## src/rtl/tali_pkg.sv

```systemverilog
package tali_pkg;

  localparam int LUT_POINTS = 8;
  localparam int ADC_WIDTH  = 10;

  localparam int NM_W      = 15;
  localparam int TIME_W    = 32;
  localparam int CFG_W     = 16;
  localparam int CFG_IDX_W = 2;
  localparam int OKMIN_W   = 10;
  localparam int CMP_W     = 16;
  localparam int TAB_IDX_W = 4;
  localparam int IDX_W     = (LUT_POINTS > 2) ? $clog2(LUT_POINTS) : 1;
  localparam int NUM_W     = ADC_WIDTH + NM_W;
  localparam int CNT_W     = $clog2(NM_W);

  localparam logic [TAB_IDX_W-1:0] LAST_IDX = TAB_IDX_W'(LUT_POINTS - 1);

  localparam logic [CFG_W-1:0]   START_RST  = CFG_W'(2000);
  localparam logic [CFG_W-1:0]   DUR_RST    = CFG_W'(3000);
  localparam logic [OKMIN_W-1:0] OKMIN_RST  = OKMIN_W'(50);
  localparam logic [NM_W-1:0]    TORQUE_MAX = NM_W'(17511);

  localparam logic [CFG_IDX_W-1:0] REG_BIAS_START = CFG_IDX_W'(0);
  localparam logic [CFG_IDX_W-1:0] REG_BIAS_DUR   = CFG_IDX_W'(1);
  localparam logic [CFG_IDX_W-1:0] REG_BIAS_OKMIN = CFG_IDX_W'(2);

  typedef enum logic [1:0] {
    C_IDLE,
    C_EVAL,
    C_INTERP,
    C_OUT
  } ctrl_state_t;

  typedef enum logic [2:0] {
    I_IDLE,
    I_SEARCH,
    I_MUL,
    I_DIV,
    I_FIN
  } interp_state_t;

  typedef struct packed {
    logic                 start;
    logic [ADC_WIDTH-1:0] x;
  } interp_req_t;

  typedef struct packed {
    logic            done;
    logic [NM_W-1:0] y;
  } interp_rsp_t;

  function automatic logic [ADC_WIDTH-1:0] lut_adc(input logic [TAB_IDX_W-1:0] i);
    logic [ADC_WIDTH-1:0] v;
    case (i)
      4'd0:    v = ADC_WIDTH'(0);
      4'd1:    v = ADC_WIDTH'(30);
      4'd2:    v = ADC_WIDTH'(55);
      4'd3:    v = ADC_WIDTH'(78);
      4'd4:    v = ADC_WIDTH'(93);
      4'd5:    v = ADC_WIDTH'(188);
      4'd6:    v = ADC_WIDTH'(204);
      default: v = ADC_WIDTH'(224);
    endcase
    return v;
  endfunction

  function automatic logic [NM_W-1:0] lut_nm(input logic [TAB_IDX_W-1:0] i);
    logic [NM_W-1:0] v;
    case (i)
      4'd0:    v = NM_W'(0);
      4'd1:    v = NM_W'(834);
      4'd2:    v = NM_W'(1668);
      4'd3:    v = NM_W'(2502);
      4'd4:    v = NM_W'(3169);
      4'd5:    v = NM_W'(7004);
      4'd6:    v = NM_W'(8672);
      default: v = NM_W'(17511);
    endcase
    return v;
  endfunction

endpackage

```

## src/rtl/tali_if.sv

```systemverilog
interface tali_in_if;
  logic                           valid;
  logic                           ready;
  logic [tali_pkg::TIME_W-1:0]    now_ms;
  logic [tali_pkg::ADC_WIDTH-1:0] adc_sample;
  modport source (output valid, now_ms, adc_sample, input ready);
  modport sink (input valid, now_ms, adc_sample, output ready);
endinterface

interface tali_out_if;
  logic                           valid;
  logic                           ready;
  logic [tali_pkg::NM_W-1:0]      torque_cnm;
  logic [tali_pkg::ADC_WIDTH-1:0] bias_value;
  logic                           calibrated;
  logic                           calib_event;
  logic                           sensor_ok;
  modport source (output valid, torque_cnm, bias_value, calibrated, calib_event,
                  sensor_ok, input ready);
  modport sink (input valid, torque_cnm, bias_value, calibrated, calib_event,
                sensor_ok, output ready);
endinterface

interface tali_cfg_if;
  logic                           valid;
  logic                           ready;
  logic [tali_pkg::CFG_IDX_W-1:0] index;
  logic [tali_pkg::CFG_W-1:0]     data;
  modport source (output valid, index, data, input ready);
  modport sink (input valid, index, data, output ready);
endinterface

```

## src/rtl/tali_interp.sv

```systemverilog
module tali_interp (
  input  logic                  clk,
  input  logic                  rst_n,
  input  tali_pkg::interp_req_t req,
  output tali_pkg::interp_rsp_t rsp
);

  tali_pkg::interp_state_t state_r, state_nxt;

  logic [tali_pkg::IDX_W-1:0]     idx_r, idx_nxt;
  logic [tali_pkg::ADC_WIDTH-1:0] x_r, x_nxt;
  logic [tali_pkg::ADC_WIDTH-1:0] dx_r, dx_nxt;
  logic [tali_pkg::NM_W-1:0]      dy_r, dy_nxt;
  logic [tali_pkg::ADC_WIDTH-1:0] span_r, span_nxt;
  logic [tali_pkg::NM_W-1:0]      y0_r, y0_nxt;
  logic [tali_pkg::ADC_WIDTH-1:0] rem_r, rem_nxt;
  logic [tali_pkg::NM_W-1:0]      num_r, num_nxt;
  logic [tali_pkg::CNT_W-1:0]     cnt_r, cnt_nxt;
  logic [tali_pkg::NM_W-1:0]      y_r, y_nxt;

  logic [tali_pkg::IDX_W-1:0]     idx_inc;
  logic [tali_pkg::ADC_WIDTH-1:0] a0, a1, seg_span;
  logic [tali_pkg::NM_W-1:0]      n0, n1;
  logic [tali_pkg::NUM_W-1:0]     prod;
  logic [tali_pkg::ADC_WIDTH:0]   trial;
  logic                           qbit;
  logic [tali_pkg::NM_W-1:0]      quot;

  assign idx_inc  = idx_r + tali_pkg::IDX_W'(1);
  assign a0       = tali_pkg::lut_adc(tali_pkg::TAB_IDX_W'(idx_r));
  assign a1       = tali_pkg::lut_adc(tali_pkg::TAB_IDX_W'(idx_inc));
  assign n0       = tali_pkg::lut_nm(tali_pkg::TAB_IDX_W'(idx_r));
  assign n1       = tali_pkg::lut_nm(tali_pkg::TAB_IDX_W'(idx_inc));
  assign seg_span = a1 - a0;
  assign prod     = tali_pkg::NUM_W'(dx_r) * tali_pkg::NUM_W'(dy_r);
  assign trial    = {rem_r, num_r[tali_pkg::NM_W-1]};
  assign qbit     = (trial >= {1'b0, span_r});
  assign quot     = {num_r[tali_pkg::NM_W-2:0], qbit};

  assign rsp.done = (state_r == tali_pkg::I_FIN);
  assign rsp.y    = y_r;

  always_comb begin
    state_nxt = state_r;
    idx_nxt   = idx_r;
    x_nxt     = x_r;
    dx_nxt    = dx_r;
    dy_nxt    = dy_r;
    span_nxt  = span_r;
    y0_nxt    = y0_r;
    rem_nxt   = rem_r;
    num_nxt   = num_r;
    cnt_nxt   = cnt_r;
    y_nxt     = y_r;
    case (state_r)
      tali_pkg::I_IDLE: begin
        if (req.start) begin
          x_nxt   = req.x;
          idx_nxt = '0;
          if (req.x >= tali_pkg::lut_adc(tali_pkg::LAST_IDX)) begin
            y_nxt     = tali_pkg::lut_nm(tali_pkg::LAST_IDX);
            state_nxt = tali_pkg::I_FIN;
          end else begin
            state_nxt = tali_pkg::I_SEARCH;
          end
        end
      end
      tali_pkg::I_SEARCH: begin
        if (a1 > x_r) begin
          if (seg_span == '0 || n1 < n0) begin
            y_nxt     = n0;
            state_nxt = tali_pkg::I_FIN;
          end else begin
            dx_nxt    = x_r - a0;
            dy_nxt    = n1 - n0;
            span_nxt  = seg_span;
            y0_nxt    = n0;
            state_nxt = tali_pkg::I_MUL;
          end
        end else begin
          idx_nxt = idx_inc;
        end
      end
      tali_pkg::I_MUL: begin
        rem_nxt   = prod[tali_pkg::NUM_W-1:tali_pkg::NM_W];
        num_nxt   = prod[tali_pkg::NM_W-1:0];
        cnt_nxt   = tali_pkg::CNT_W'(tali_pkg::NM_W - 1);
        state_nxt = tali_pkg::I_DIV;
      end
      tali_pkg::I_DIV: begin
        rem_nxt = qbit ? tali_pkg::ADC_WIDTH'(trial - {1'b0, span_r})
                       : trial[tali_pkg::ADC_WIDTH-1:0];
        num_nxt = quot;
        cnt_nxt = cnt_r - tali_pkg::CNT_W'(1);
        if (cnt_r == '0) begin
          y_nxt     = y0_r + quot;
          state_nxt = tali_pkg::I_FIN;
        end
      end
      tali_pkg::I_FIN: begin
        state_nxt = tali_pkg::I_IDLE;
      end
      default: begin
        state_nxt = tali_pkg::I_IDLE;
      end
    endcase
  end

  always_ff @(posedge clk) begin
    if (!rst_n) begin
      state_r <= tali_pkg::I_IDLE;
    end else begin
      state_r <= state_nxt;
    end
  end

  always_ff @(posedge clk) begin
    idx_r  <= idx_nxt;
    x_r    <= x_nxt;
    dx_r   <= dx_nxt;
    dy_r   <= dy_nxt;
    span_r <= span_nxt;
    y0_r   <= y0_nxt;
    rem_r  <= rem_nxt;
    num_r  <= num_nxt;
    cnt_r  <= cnt_nxt;
    y_r    <= y_nxt;
  end

endmodule

```

## src/rtl/torque_autobias_lut_interp_unit.sv

```systemverilog
// channel   dir  handshake     payload
// in_ch     in   valid/ready   now_ms[31:0], adc_sample[9:0]
// out_ch    out  valid/ready   torque_cnm[14:0], bias_value[9:0], calibrated,
//                              calib_event, sensor_ok
// cfg_ch    in   valid/ready   index[1:0], data[15:0]; ready always high
//
// before calibration an accepted sample goes from idle through C_EVAL to C_OUT
// after calibration the interpolator runs: one table compare per segment step (up to 7),
// one multiply and a serial divide of 15 quotient bits; a clamped input skips these
// in_ready is high only while the sequencer is idle; one transaction at a time
// a stalled result holds the sequencer until out_ch.ready
// rst_n is synchronous; configuration resets to 2000 / 3000 / 50
module torque_autobias_lut_interp_unit (
  input logic        clk,
  input logic        rst_n,
  tali_in_if.sink    in_ch,
  tali_out_if.source out_ch,
  tali_cfg_if.sink   cfg_ch
);

  tali_pkg::ctrl_state_t state_r, state_nxt;

  logic [tali_pkg::CFG_W-1:0]     start_r, start_nxt;
  logic [tali_pkg::CFG_W-1:0]     dur_r, dur_nxt;
  logic [tali_pkg::OKMIN_W-1:0]   okmin_r, okmin_nxt;
  logic                           bias_done_r, bias_done_nxt;
  logic [tali_pkg::ADC_WIDTH-1:0] bias_level_r, bias_level_nxt;
  logic [tali_pkg::NM_W-1:0]      torque_hold_r, torque_hold_nxt;
  logic                           event_r, event_nxt;
  logic [tali_pkg::TIME_W-1:0]    now_r, now_nxt;
  logic [tali_pkg::ADC_WIDTH-1:0] sample_r, sample_nxt;

  logic                           out_valid_r, out_valid_nxt;
  logic [tali_pkg::NM_W-1:0]      out_torque_r, out_torque_nxt;
  logic [tali_pkg::ADC_WIDTH-1:0] out_bias_r, out_bias_nxt;
  logic                           out_cal_r, out_cal_nxt;
  logic                           out_event_r, out_event_nxt;
  logic                           out_ok_r, out_ok_nxt;

  logic                           in_ready;
  logic [tali_pkg::CFG_W:0]       win_end;
  tali_pkg::interp_req_t          req;
  tali_pkg::interp_rsp_t          rsp;

  tali_interp u_interp (
    .clk   (clk),
    .rst_n (rst_n),
    .req   (req),
    .rsp   (rsp)
  );

  assign win_end = {1'b0, start_r} + {1'b0, dur_r};

  assign in_ch.ready        = in_ready;
  assign cfg_ch.ready       = 1'b1;
  assign out_ch.valid       = out_valid_r;
  assign out_ch.torque_cnm  = out_torque_r;
  assign out_ch.bias_value  = out_bias_r;
  assign out_ch.calibrated  = out_cal_r;
  assign out_ch.calib_event = out_event_r;
  assign out_ch.sensor_ok   = out_ok_r;

  always_comb begin
    state_nxt       = state_r;
    start_nxt       = start_r;
    dur_nxt         = dur_r;
    okmin_nxt       = okmin_r;
    bias_done_nxt   = bias_done_r;
    bias_level_nxt  = bias_level_r;
    torque_hold_nxt = torque_hold_r;
    event_nxt       = event_r;
    now_nxt         = now_r;
    sample_nxt      = sample_r;
    out_valid_nxt   = out_valid_r;
    out_torque_nxt  = out_torque_r;
    out_bias_nxt    = out_bias_r;
    out_cal_nxt     = out_cal_r;
    out_event_nxt   = out_event_r;
    out_ok_nxt      = out_ok_r;
    in_ready        = 1'b0;
    req.start       = 1'b0;
    req.x           = '0;

    if (cfg_ch.valid) begin
      case (cfg_ch.index)
        tali_pkg::REG_BIAS_START: start_nxt = cfg_ch.data;
        tali_pkg::REG_BIAS_DUR:   dur_nxt   = cfg_ch.data;
        tali_pkg::REG_BIAS_OKMIN: okmin_nxt = cfg_ch.data[tali_pkg::OKMIN_W-1:0];
        default: ;
      endcase
    end

    if (out_valid_r && out_ch.ready) begin
      out_valid_nxt = 1'b0;
    end

    case (state_r)
      tali_pkg::C_IDLE: begin
        in_ready = 1'b1;
        if (in_ch.valid) begin
          now_nxt    = in_ch.now_ms;
          sample_nxt = in_ch.adc_sample;
          state_nxt  = tali_pkg::C_EVAL;
        end
      end
      tali_pkg::C_EVAL: begin
        event_nxt = 1'b0;
        if (bias_done_r) begin
          req.start = 1'b1;
          req.x     = (sample_r > bias_level_r) ? sample_r - bias_level_r : '0;
          state_nxt = tali_pkg::C_INTERP;
        end else begin
          if (now_r < tali_pkg::TIME_W'(win_end)) begin
            if (now_r > tali_pkg::TIME_W'(start_r) && sample_r > bias_level_r) begin
              bias_level_nxt = sample_r;
            end
          end else begin
            bias_done_nxt = 1'b1;
            event_nxt     = 1'b1;
          end
          state_nxt = tali_pkg::C_OUT;
        end
      end
      tali_pkg::C_INTERP: begin
        if (rsp.done) begin
          torque_hold_nxt = rsp.y;
          state_nxt       = tali_pkg::C_OUT;
        end
      end
      tali_pkg::C_OUT: begin
        if (!out_valid_r || out_ch.ready) begin
          out_valid_nxt  = 1'b1;
          out_torque_nxt = torque_hold_r;
          out_bias_nxt   = bias_level_r;
          out_cal_nxt    = bias_done_r;
          out_event_nxt  = event_r;
          out_ok_nxt     = !bias_done_r ||
                           (tali_pkg::CMP_W'(bias_level_r) > tali_pkg::CMP_W'(okmin_r));
          state_nxt      = tali_pkg::C_IDLE;
        end
      end
      default: begin
        state_nxt = tali_pkg::C_IDLE;
      end
    endcase
  end

  always_ff @(posedge clk) begin
    if (!rst_n) begin
      state_r       <= tali_pkg::C_IDLE;
      start_r       <= tali_pkg::START_RST;
      dur_r         <= tali_pkg::DUR_RST;
      okmin_r       <= tali_pkg::OKMIN_RST;
      bias_done_r   <= 1'b0;
      bias_level_r  <= '0;
      torque_hold_r <= '0;
      event_r       <= 1'b0;
      out_valid_r   <= 1'b0;
    end else begin
      state_r       <= state_nxt;
      start_r       <= start_nxt;
      dur_r         <= dur_nxt;
      okmin_r       <= okmin_nxt;
      bias_done_r   <= bias_done_nxt;
      bias_level_r  <= bias_level_nxt;
      torque_hold_r <= torque_hold_nxt;
      event_r       <= event_nxt;
      out_valid_r   <= out_valid_nxt;
    end
  end

  always_ff @(posedge clk) begin
    now_r        <= now_nxt;
    sample_r     <= sample_nxt;
    out_torque_r <= out_torque_nxt;
    out_bias_r   <= out_bias_nxt;
    out_cal_r    <= out_cal_nxt;
    out_event_r  <= out_event_nxt;
    out_ok_r     <= out_ok_nxt;
  end

endmodule

```

## src/flat_wrapper.sv

```systemverilog
// flat-port wrapper written by rule: the top's interface ports become plain ports
module torque_autobias_lut_interp_unit_flat 
  (clk, rst_n, in_ch_valid, in_ch_now_ms, in_ch_adc_sample, in_ch_ready, out_ch_valid, out_ch_torque_cnm, out_ch_bias_value, out_ch_calibrated, out_ch_calib_event, out_ch_sensor_ok, out_ch_ready, cfg_ch_valid, cfg_ch_index, cfg_ch_data, cfg_ch_ready);
  tali_in_if in_ch_i ();
  tali_out_if out_ch_i ();
  tali_cfg_if cfg_ch_i ();
  input logic clk;
  input logic rst_n;
  input wire logic [$bits(in_ch_i.valid)-1:0] in_ch_valid;
  input wire logic [$bits(in_ch_i.now_ms)-1:0] in_ch_now_ms;
  input wire logic [$bits(in_ch_i.adc_sample)-1:0] in_ch_adc_sample;
  output wire logic [$bits(in_ch_i.ready)-1:0] in_ch_ready;
  output wire logic [$bits(out_ch_i.valid)-1:0] out_ch_valid;
  output wire logic [$bits(out_ch_i.torque_cnm)-1:0] out_ch_torque_cnm;
  output wire logic [$bits(out_ch_i.bias_value)-1:0] out_ch_bias_value;
  output wire logic [$bits(out_ch_i.calibrated)-1:0] out_ch_calibrated;
  output wire logic [$bits(out_ch_i.calib_event)-1:0] out_ch_calib_event;
  output wire logic [$bits(out_ch_i.sensor_ok)-1:0] out_ch_sensor_ok;
  input wire logic [$bits(out_ch_i.ready)-1:0] out_ch_ready;
  input wire logic [$bits(cfg_ch_i.valid)-1:0] cfg_ch_valid;
  input wire logic [$bits(cfg_ch_i.index)-1:0] cfg_ch_index;
  input wire logic [$bits(cfg_ch_i.data)-1:0] cfg_ch_data;
  output wire logic [$bits(cfg_ch_i.ready)-1:0] cfg_ch_ready;
  assign in_ch_i.valid = in_ch_valid;
  assign in_ch_i.now_ms = in_ch_now_ms;
  assign in_ch_i.adc_sample = in_ch_adc_sample;
  assign in_ch_ready = in_ch_i.ready;
  assign out_ch_valid = out_ch_i.valid;
  assign out_ch_torque_cnm = out_ch_i.torque_cnm;
  assign out_ch_bias_value = out_ch_i.bias_value;
  assign out_ch_calibrated = out_ch_i.calibrated;
  assign out_ch_calib_event = out_ch_i.calib_event;
  assign out_ch_sensor_ok = out_ch_i.sensor_ok;
  assign out_ch_i.ready = out_ch_ready;
  assign cfg_ch_i.valid = cfg_ch_valid;
  assign cfg_ch_i.index = cfg_ch_index;
  assign cfg_ch_i.data = cfg_ch_data;
  assign cfg_ch_ready = cfg_ch_i.ready;
  torque_autobias_lut_interp_unit u_core (.clk(clk), .rst_n(rst_n), .in_ch(in_ch_i), .out_ch(out_ch_i), .cfg_ch(cfg_ch_i));
endmodule
```

## config.mk

```make
export PLATFORM = sky130hd
export DESIGN_NAME = torque_autobias_lut_interp_unit_flat
export DESIGN_NICKNAME = d
export VERILOG_FILES = /design/src/rtl/tali_pkg.sv /design/src/rtl/tali_if.sv /design/src/rtl/tali_interp.sv /design/src/rtl/torque_autobias_lut_interp_unit.sv /design/src/flat_wrapper.sv
export SDC_FILE = /design/constraint.sdc
export NUM_CORES = 1
export LEC_CHECK = 0
export ABC_CLOCK_PERIOD_IN_PS = 6250
export BUFFER_PORTS_ARGS = -buffer_cell sky130_fd_sc_hd__clkbuf_2
export CORE_MARGIN = 5
export CORE_UTILIZATION = 35
export DETAILED_ROUTE_END_ITERATION = 10
export GPL_TIMING_DRIVEN = 0
export PLACE_DENSITY_LB_ADDON = 0.15
export SKIP_LAST_GASP = 1
export SLEW_MARGIN = 10
export SYNTH_ARGS = -nofsm -noshare
export SYNTH_HDL_FRONTEND = slang
export SYNTH_HIERARCHICAL = 1
export SYNTH_SLANG_ARGS = --single-unit
```

## constraint.sdc

```tcl
create_clock -name clk -period 6.25 [get_ports clk]
set_clock_uncertainty 0.2 [all_clocks]
set_input_delay 0.3125 -clock clk [delete_from_list [all_inputs] [get_ports clk]]
set_output_delay 0.3125 -clock clk [all_outputs]
set_load 0.01 [all_outputs]
```

==> summary.txt <==
Timing
  – RSZ-0062 raised after global routing: true
  – Tmin final: 6.04 ns
  – Worst Setup Slack, final: 0.210 ns
  – Slew @ Worst Pin: 1.19 ns
  – Final Cycle Share: 96.6%
  – Slew HR: 20.1%
  – Final Hold Fails: 0
  – F_max: 0.166 GHz
  – Slew Viols, Final: 0
  – Final setup viols: 0

Cells and area
  – Final Non-Filler Cells: 2858
  – Fillers: 5182
  – Post-route cell area: 22200 um2
  – Synth-to-Final Area Change: 18.6%
  – NumNets Final: 2516
  – Share of layout cells above drive strength 1: 11.3%

Synth
  – Synth Instances: 1923
  – Async set-or-reset flop fraction in the synthesized netlist: 0%
  – Synth top area cells: edfxtp_1 (28%), ha_1 (13%), fa_1 (12%)
  – Synth warn: 6
  – Netlist cell types: 76
  – Mean cell area of the mapped netlist: 9.75 um2
  – Synth cell count leaders: nand2_1 (288), inv_1 (222), ha_1 (198)
  – Post-Syn Nets: 2294
  – Yosys reg bits: 250
  – Post-synth top area cell: edfxtp_1
  – Cell area after synthesis: 18700 um2
  – Share of the synthesized area in the top cell type: 28.0%
  – Cell with the most instances after synthesis: nand2_1
  – Post-synth EDFFs: 175
  – Top FF cell, synth: edfxtp_1
  – Seq/Total Area, Yosys: 36.1%

Clock tree
  – H-tree depth: 1
  – Number of CTS-inserted buffers: 29
  – Clock tree buffer depth: 3
  – CTS tree: yes
  – Clock latency on the worst-skew pair: 0.56 ns
  – CTS Root Cell: clkbuf_16
  – Clock slew at reported path FFs: 0.06 ns
  – CTS Sinks: 250

Floorplanning
  – Initial Util: 35.5%
  – Top Ports: 96
  – Die span in x: 241 um
  – Core Area: 52800 um2
  – Die Span Y: 241 um
  – Die area: 58300 um2
  – Row cnt: 84

Worst setup path
  – CP max stage cell: fa_1
  – Critical path type: flip-flop to flip-flop
  – Crit-path cells: buf_4 -> buf_4 -> and2_1 -> fa_1 -> fa_1 -> fa_1 -> fa_1 -> inv_1 -> fa_1 -> inv_1 -> ha_1 -> nand3_1 -> o31ai_2 -> o2111ai_2 -> a31oi_2 -> o41ai_2 -> buf_4 -> xor2_1 -> a21oi_1
  – Crit path launch type: flip-flop
  – CP Data Arrival Time: 6.12 ns
  – Crit-path max cell delay: 0.56 ns
  – WP data required: 6.33 ns
  – Critical path endpoint category: flip-flop
  – CP dominant cell by count: fa_1
  – Peak fanout along the critical path: 6

Route
  – Vias: 14400
  – Top Metal Used: met4
  – Starting DRT DRC Count: 781
  – Met3 WL: 2.27 mm
  – Drt drc: 0
  – Final ANT Viol Nets: 0
  – Routed length per instance: 18.1 um
  – Final WL: 51.6 mm
  – Drt via density: 5.05
  – Routed metal-1 wirelength: 24.5 mm
  – Pre-antenna DRT Iters: 5
  – WL met2: 23.8 mm

Job
  – Max Cap Viol: 0

Worst hold path
  – Tightest Hold Check Type: input port to flip-flop

Global routing
  – Number of global-route vias before repair: 14800
  – Largest net degree at the start of global routing: 36
  – Global-route wire length before repair: 82.0 mm
  – Gr usage total: 17.8%
  – Total gr overflow: 0
  – Antenna violations before repair: 1

Placement
  – # port buffers: 94
  – DP Wirelength: 40.1 mm
  – Dpl cells: 2711
  – Pre-CTS setup slack: -0.749 ns
  – DP Area: 20200 um2
  – RePlAce Congestion: 0.860

Status
  – Outcome: finished clean

Power and ir drop
  – PnR Total Power: 6600 uW
  – Lkg Pwr: 0.00957 uW
  – Peak supply drop: 0.220 mV
  – PD cells: 297 nW/um2
-- final timing paths --
| kind | end | from | slack [ns] | cells after the start |
|---|---|---|---|---|
| hold reg to reg | u_core/out_ch.calib_event | u_core/event_r | 0.22 | 0 |
| setup reg to reg | u_core/u_interp/rem_r[6] | u_core/u_interp/dy_r[1] | 0.21 | 19 |
| setup / recovery | u_core/u_interp/rem_r[6] | u_core/u_interp/dy_r[1] | 0.21 | 19 |
| hold / removal | u_core/start_r[12] | cfg_ch_valid | 0.06 | 4 |
-- through the flow --
stage / utilization [%] / hold WS (ns) / setup TNS [ns]
2_1_floorplan: - / 0.201 / 0
3_3_place_gp: 38.0 / 0.205 / -64.03
3_5_place_dp: 38.3 / 0.214 / -6.10
4_1_cts: 41.8 / 0.0411 / -0.0396
5_1_grt: 42.1 / 0.0594 / -0.0571
6_report: 42.1 / 0.0610 / 0
-- cells by family after synthesis --
kind of cell    after synthesis  share of synthesized area, %
mux                          17                         0.908
buf+inv                     290                          5.95
xor+xnor                     79                          3.69
fa+ha+maj                   306                          24.8
compound gates              369                          13.1
simple gates                610                          15.5
flops                       250                          36.1
other cells                   2                        0.0401
-- layout make-up --
class | count | area (um2) | area share (%)
Multi-Input combinational cell | 1383 | 11000 | 49.6
Sequential cell | 250 | 6760 | 30.4
Timing Repair Buffer | 202 | 1490 | 6.72
Tap cell | 688 | 861 | 3.87
Inverter | 223 | 837 | 3.77
Clock buffer | 42 | 836 | 3.76
Buffer | 56 | 308 | 1.38
Clock inverter | 11 | 110 | 0.495
Antenna cell | 3 | 7.51 | 0.0338
-- where the power goes --
part | total [uW] | switching, uW | internal [uW]
clock network | 1680 | 678 | 1010
registers | 2170 | 87.9 | 2080
logic | 2750 | 1650 | 1100
-- per-layer routing --
metal  vias to the layer above  GRT usage, %
li1                       7020             -
met5                         -             0
met2                       275          29.2
met3                        65          2.21
met4                         0          3.59
met1                      7062          25.5
-- state kept, by name, summed over array words and instances, names as in the netlist, 13 cells and up --
signal	count
u_core/dur_r	16
u_core/now_r	32
u_core/out_ch.torque_cnm	15
u_core/start_r	16
u_core/torque_hold_r	15
u_core/u_interp/dy_r	15
u_core/u_interp/num_r	15
u_core/u_interp/y0_r	13
u_core/u_interp/y_r	15
-- layout by cell type, fill, tap and decap left out, types with 31 or more instances in the layout --
cell,Yosys,final
xor2_1,43,43
fa_1,108,108
buf_4,1,45
inv_1,222,222
xnor2_1,36,35
clkbuf_1,60,47
o21ai_0,58,55
and2_1,80,79
nor2_1,86,85
nand2_1,288,288
a21oi_1,86,85
a21o_1,31,31
clkbuf_2,0,96
dlygate4sd3_1,0,62
ha_1,198,196
a21boi_0,41,40
edfxtp_1,175,175
dfxtp_1,75,75
-- worst max-delay path, delay by kind of cell, from the launching register on --
family,cells,cell delay (ns)
adders and majority gates,6,2.98
AOI/OAI and AO/OA,5,0.98
buffers and inverters,5,0.63
DFF,1,0.48
and+or+nand+nor,2,0.28
xor gates and xnor gates,1,0.22
-- what timing repair did --
action / 4_1_cts / 5_1_grt
pin swaps: 2 / 6
hold endpoints to repair: 87 / 0
setup endpoints to repair: 21 / 23
buffers inserted: 26 / 14
resized for setup: 32 / 27
hold buffers: 62 / 0
Note: power is estimated with default switching activity, not from simulation.
